`src/design/srni_pkg.sv`:
```
package srni_pkg;

  localparam int COORD_BITS = 16;
  localparam int D = COORD_BITS + 1;
  localparam int P = 2 * D;
  localparam int NLANE = 4;

  typedef logic signed [COORD_BITS-1:0] coord_t;

  typedef struct packed {
    logic             vld;
    coord_t           ax;
    coord_t           ay;
    coord_t           tx;
    coord_t           ty;
    coord_t           rl;
    coord_t           rt;
    coord_t           rr;
    coord_t           rb;
    logic             vert;
    logic             horiz;
    logic [NLANE-1:0] neg;
  } side_t;

endpackage

```
`src/design/srni_div.sv`:
```
module srni_div (
  input  logic                    clk,
  input  logic                    en,
  input  logic [srni_pkg::P-1:0]  dvd,
  input  logic [srni_pkg::D-1:0]  dvs,
  output logic [srni_pkg::P-1:0]  quo
);

  logic [srni_pkg::D-1:0] rem_r [srni_pkg::P];
  logic [srni_pkg::P-1:0] sh_r  [srni_pkg::P];
  logic [srni_pkg::D-1:0] dvs_r [srni_pkg::P];

  genvar k;
  generate
    for (k = 0; k < srni_pkg::P; k++) begin : g_stage
      logic [srni_pkg::D-1:0] rem_in;
      logic [srni_pkg::P-1:0] sh_in;
      logic [srni_pkg::D-1:0] dvs_in;
      logic [srni_pkg::D:0]   trial;
      logic                   ge;
      logic [srni_pkg::D-1:0] rem_nxt;
      logic [srni_pkg::P-1:0] sh_nxt;

      if (k == 0) begin : g_first
        assign rem_in = '0;
        assign sh_in  = dvd;
        assign dvs_in = dvs;
      end else begin : g_next
        assign rem_in = rem_r[k-1];
        assign sh_in  = sh_r[k-1];
        assign dvs_in = dvs_r[k-1];
      end

      always_comb begin
        trial   = {rem_in, sh_in[srni_pkg::P-1]};
        ge      = (trial >= {1'b0, dvs_in});
        rem_nxt = ge ? srni_pkg::D'(trial - {1'b0, dvs_in}) : trial[srni_pkg::D-1:0];
        sh_nxt  = {sh_in[srni_pkg::P-2:0], ge};
      end

      always_ff @(posedge clk) begin
        if (en) begin
          rem_r[k] <= rem_nxt;
          sh_r[k]  <= sh_nxt;
          dvs_r[k] <= dvs_in;
        end
      end
    end
  endgenerate

  assign quo = sh_r[srni_pkg::P-1];

endmodule

```
`config.mk`:
```
export PLATFORM = sky130hd
export DESIGN_NAME = srni_div
export DESIGN_NICKNAME = d
export VERILOG_FILES = /design/src/design/srni_pkg.sv /design/src/design/srni_div.sv
export SDC_FILE = /design/constraint.sdc
export NUM_CORES = 2
export LEC_CHECK = 0
export BUFFER_PORTS_ARGS = -buffer_cell sky130_fd_sc_hd__buf_2
export CORE_MARGIN = 1.5
export CORE_UTILIZATION = 45
export DETAILED_ROUTE_END_ITERATION = 10
export HOLD_SLACK_MARGIN = 0.15
export PLACE_DENSITY_LB_ADDON = 0.2
export SYNTH_ARGS = -nofsm -noshare
export SYNTH_HDL_FRONTEND = slang
export SYNTH_SLANG_ARGS = --single-unit
```
`constraint.sdc`:
```
create_clock -name clk -period 3.2 [get_ports clk]
set_input_delay 0.64 -clock clk [delete_from_list [all_inputs] [get_ports clk]]
set_output_delay 0.64 -clock clk [all_outputs]
set_load 0.05 [all_outputs]
```
==> impl_metrics.env <==
export IMPL_run_status="finished with violations"
export IMPL_failed_checks="negative setup slack"
export IMPL_hold_path_cell_count=1
export IMPL_core_area_um2=223000
export IMPL_rsz_0062_raised_after_global_routing="yes"
export IMPL_tritoncts_clock_tree="yes"
export IMPL_initial_standard_cell_utilization_of_the_core_pct=45.44
export IMPL_worstHoldPathType="input pin to flop"
export IMPL_clock_root_buffer="sky130_fd_sc_hd__clkbuf_16"
export IMPL_overflow=0
export IMPL_reg_power_share_pct=38.2
export IMPL_synthDominantAreaCellType="sky130_fd_sc_hd__edfxtp_1"
export IMPL_cp_required_ns=3.83
export IMPL_worstSkewPairLatency_ns=0.87
export IMPL_hold_worst_slack_ns=0.3295
export IMPL_postSynth_asyncResetShare_pct=0
export IMPL_yosysWarningCount=0
export IMPL_unique_masters_post_synth=87
export IMPL_critPathArrivalTime_ns=3.84
export IMPL_peakVddDrop_mv=0.5402
export IMPL_period_minus_slack_ns=3.214
export IMPL_critical_path_peak_fanout=5
export IMPL_leakage_nw=46.05
export IMPL_syn_num_nets=7646
export IMPL_net_switching_power_w=0.03591
export IMPL_share_clk_of_total_power_pct=24.8
export IMPL_remaining_max_slew_budget_at_the_tightest_pin_pct=52.73
export IMPL_cts_root_to_sink_buffers=3
export IMPL_place_port_buffers=86
export IMPL_ios=87
export IMPL_grt_first_pass_wirelength_um=298700
export IMPL_place_detailed_hpwl_um=128400
export IMPL_initial_antenna_violation_count=3
export IMPL_syn_inst=6998
export IMPL_num_vias=56140
export IMPL_detailedRoute_firstPassIterationCount=5
export IMPL_dominantRegCellSynth="sky130_fd_sc_hd__edfxtp_1"
export IMPL_max_cap_violations=0
export IMPL_ys_top_cells_by_area="sky130_fd_sc_hd__edfxtp_1 (68%), sky130_fd_sc_hd__ha_1 (7.0%), sky130_fd_sc_hd__mux2_2 (3.6%)"
export IMPL_grt_max_degree=100
export IMPL_ant_nets=0
export IMPL_cellInternalPower_w=0.07912
export IMPL_finalWeightedCongestion=0.8691
export IMPL_clock_slew_at_the_register_clock_pins_of_the_worst_setup_and_hold_paths_ns=0.06
export IMPL_period_share_pct=100.4
export IMPL_synth_ff_latch_count=2278
export IMPL_swShare_pct=31.22
export IMPL_remaining_drc_errors=0
export IMPL_cts_htree_levels=4
export IMPL_drt_wirelength_per_cell_um=17.32
export IMPL_fp_row_count=173
export IMPL_tightestPinTransition_ns=0.7017
export IMPL_all_layer_gr_usage_pct=16.10
export IMPL_worstSetupPathType="flop to flop"
export IMPL_setup_ws_ns=-0.01404
export IMPL_reg2regPathDepth=14
export IMPL_synth_edff_count=2278
export IMPL_placement_cell_area_um2=108100
export IMPL_power_per_cell_area_nw_per_um2=964.2
export IMPL_fin_total_pwr_w=0.1150
export IMPL_grt_pass1_vias=55950
export IMPL_timing_final_hold_violations=0
export IMPL_timing_fmax_ghz=0.3111
export IMPL_yosys_area_top_type_share_pct=67.52
export IMPL_clock_buffers_created_by_tritoncts=238
export IMPL_layout_common_cells="sky130_fd_sc_hd__edfxtp_1 (2278), sky130_fd_sc_hd__inv_1 (691), sky130_fd_sc_hd__ha_1 (547)"
export IMPL_die_height_um=477.5
export IMPL_numClockSinks=2278
export IMPL_tns_ns=-0.02794
export IMPL_p_comb_share_pct=37.0
export IMPL_drtIter0Drc=3391
export IMPL_synthToLayoutAreaGrowth_pct=17.76
export IMPL_floorplan_die_area_um2=228000
export IMPL_final_nets=8341
export IMPL_ys_seq_area_share_pct=67.52
export IMPL_layout_cell_area_non_filler_um2=119300
export IMPL_timing_final_max_slew_violations=0
export IMPL_final_layout_size_suffix_gt1_share_pct=17.80
export IMPL_avgViaCountPerCell=5.162
export IMPL_syn_avg_cell_area_um2=14.48
export IMPL_wirelength_um=188400
export IMPL_timing_clock_skew_ns=0.07785
export IMPL_final_common_cell="sky130_fd_sc_hd__edfxtp_1"
export IMPL_critical_path_endpoint_type="flop"
export IMPL_mappedNetlistArea_um2=101300
export IMPL_setup_violations=5
export IMPL_timing_critical_path_from_type="flop"
export IMPL_place_worst_setup_slack_ns=-0.1931
export IMPL_dieWidth_um=477.5
registers in the layout, summed over array words and instances (netlist names):
| signal | cells |
|---|---|
| dvs_r | 561 |
| rem_r | 561 |
| sh_r | 1156 |
power by group through the flow:
stage	Clock (W)	Combinational [W]	Sequential, W
floorplan	0	0.0290	0.0429
global placement	0	0.0376	0.0446
detailed placement	0	0.0384	0.0446
CTS	0.0295	0.0397	0.0440
global route	0.0306	0.0471	0.0445
finish	0.0285	0.0426	0.0439
cell families after synthesis:
group / Yosys count / synth area share, %
XOR/XNOR: 431 / 3.726
AND/OR/NAND/NOR: 1128 / 5.173
buffers and inverters: 789 / 3.020
AO/OA/AOI/OAI: 1428 / 9.087
multiplexers: 349 / 3.884
adder cells (fa/ha/maj): 595 / 7.586
flip-flops: 2278 / 67.52
Yosys cell counts (all sizes together), types with 19 or more instances:
master and n:
clkbuf 43, a31oi 40, buf 29, ha 563
a21o 169, o31ai 26, o21a 63, o21ai 345
nor2 342, xnor2 275, or2 19, xor2 156
mux2 329, or3 23, nor2b 39, and3 34
nand3 73, o41ai 22, a211oi 53, o31a 32
nand4 75, o211ai 21, a2111oi 21, nor3 105
a21oi 427, mux2i 20, edfxtp 2278, nand2 316
nand2b 45, fa 32, o21bai 83, inv 716
final cells by class:
type	count	area [µm²]
fillers	18220	103700
repair buffers	526	5045
flip-flops and latches	2278	68410
inverters	717	2691
clock inverters	176	2190
clock buffers	271	6080
well taps	2975	3722
diodes	1	2.502
multi-input cells	3932	31160
per-layer routing:
layer	wire length [µm]	GRT usage, %	share of wire [%]
met1	86180	21.67	46
met2	91500	27.13	49
met3	6332	2.480	3.4
met4	4356	4.374	2.3
met5	0	0	0
per-stage QoR:
step | std cells | utilization (%)
3_3_place_gp | 10280 | 48.47
6_report | 10880 | 53.51
3_5_place_dp | 10280 | 48.47
2_1_floorplan | 6998 | -
4_1_cts | 10810 | 52.69
5_1_grt | 10880 | 53.51
critical path, cell delays in order (launching register included):
cell and delay [ns]:
sky130_fd_sc_hd__edfxtp_1 0.38, sky130_fd_sc_hd__inv_2 0.09, sky130_fd_sc_hd__ha_4 0.13, sky130_fd_sc_hd__inv_2 0.04, sky130_fd_sc_hd__fa_2 0.37, sky130_fd_sc_hd__a211oi_2 0.21, sky130_fd_sc_hd__o21bai_1 0.12, sky130_fd_sc_hd__a21oi_2 0.20
sky130_fd_sc_hd__o221ai_2 0.18, sky130_fd_sc_hd__nor4_2 0.30, sky130_fd_sc_hd__nor3_2 0.10, sky130_fd_sc_hd__a2111oi_4 0.20, sky130_fd_sc_hd__buf_6 0.19, sky130_fd_sc_hd__clkbuf_16 0.16, sky130_fd_sc_hd__mux2_4 0.29
path summary, 6_finish.rpt:
check / from / to / slack [ns]
min: en / rem_r[9][0] / 0.33
max: sh_r[2][33] / rem_r[3][15] / -0.01
min reg2reg: sh_r[22][1] / sh_r[23][2] / 0.36
max reg2reg: sh_r[2][33] / rem_r[3][15] / -0.01
repair_timing:
item,4_1_cts,5_1_grt
gates cloned,7,18
endpoints found under the hold margin,51,0
hold buffers,51,0
setup buffers,32,51
resized for setup,54,306
setup endpoints to repair,264,425
pin swaps,30,96
Power figures use the tool's default switching activity.
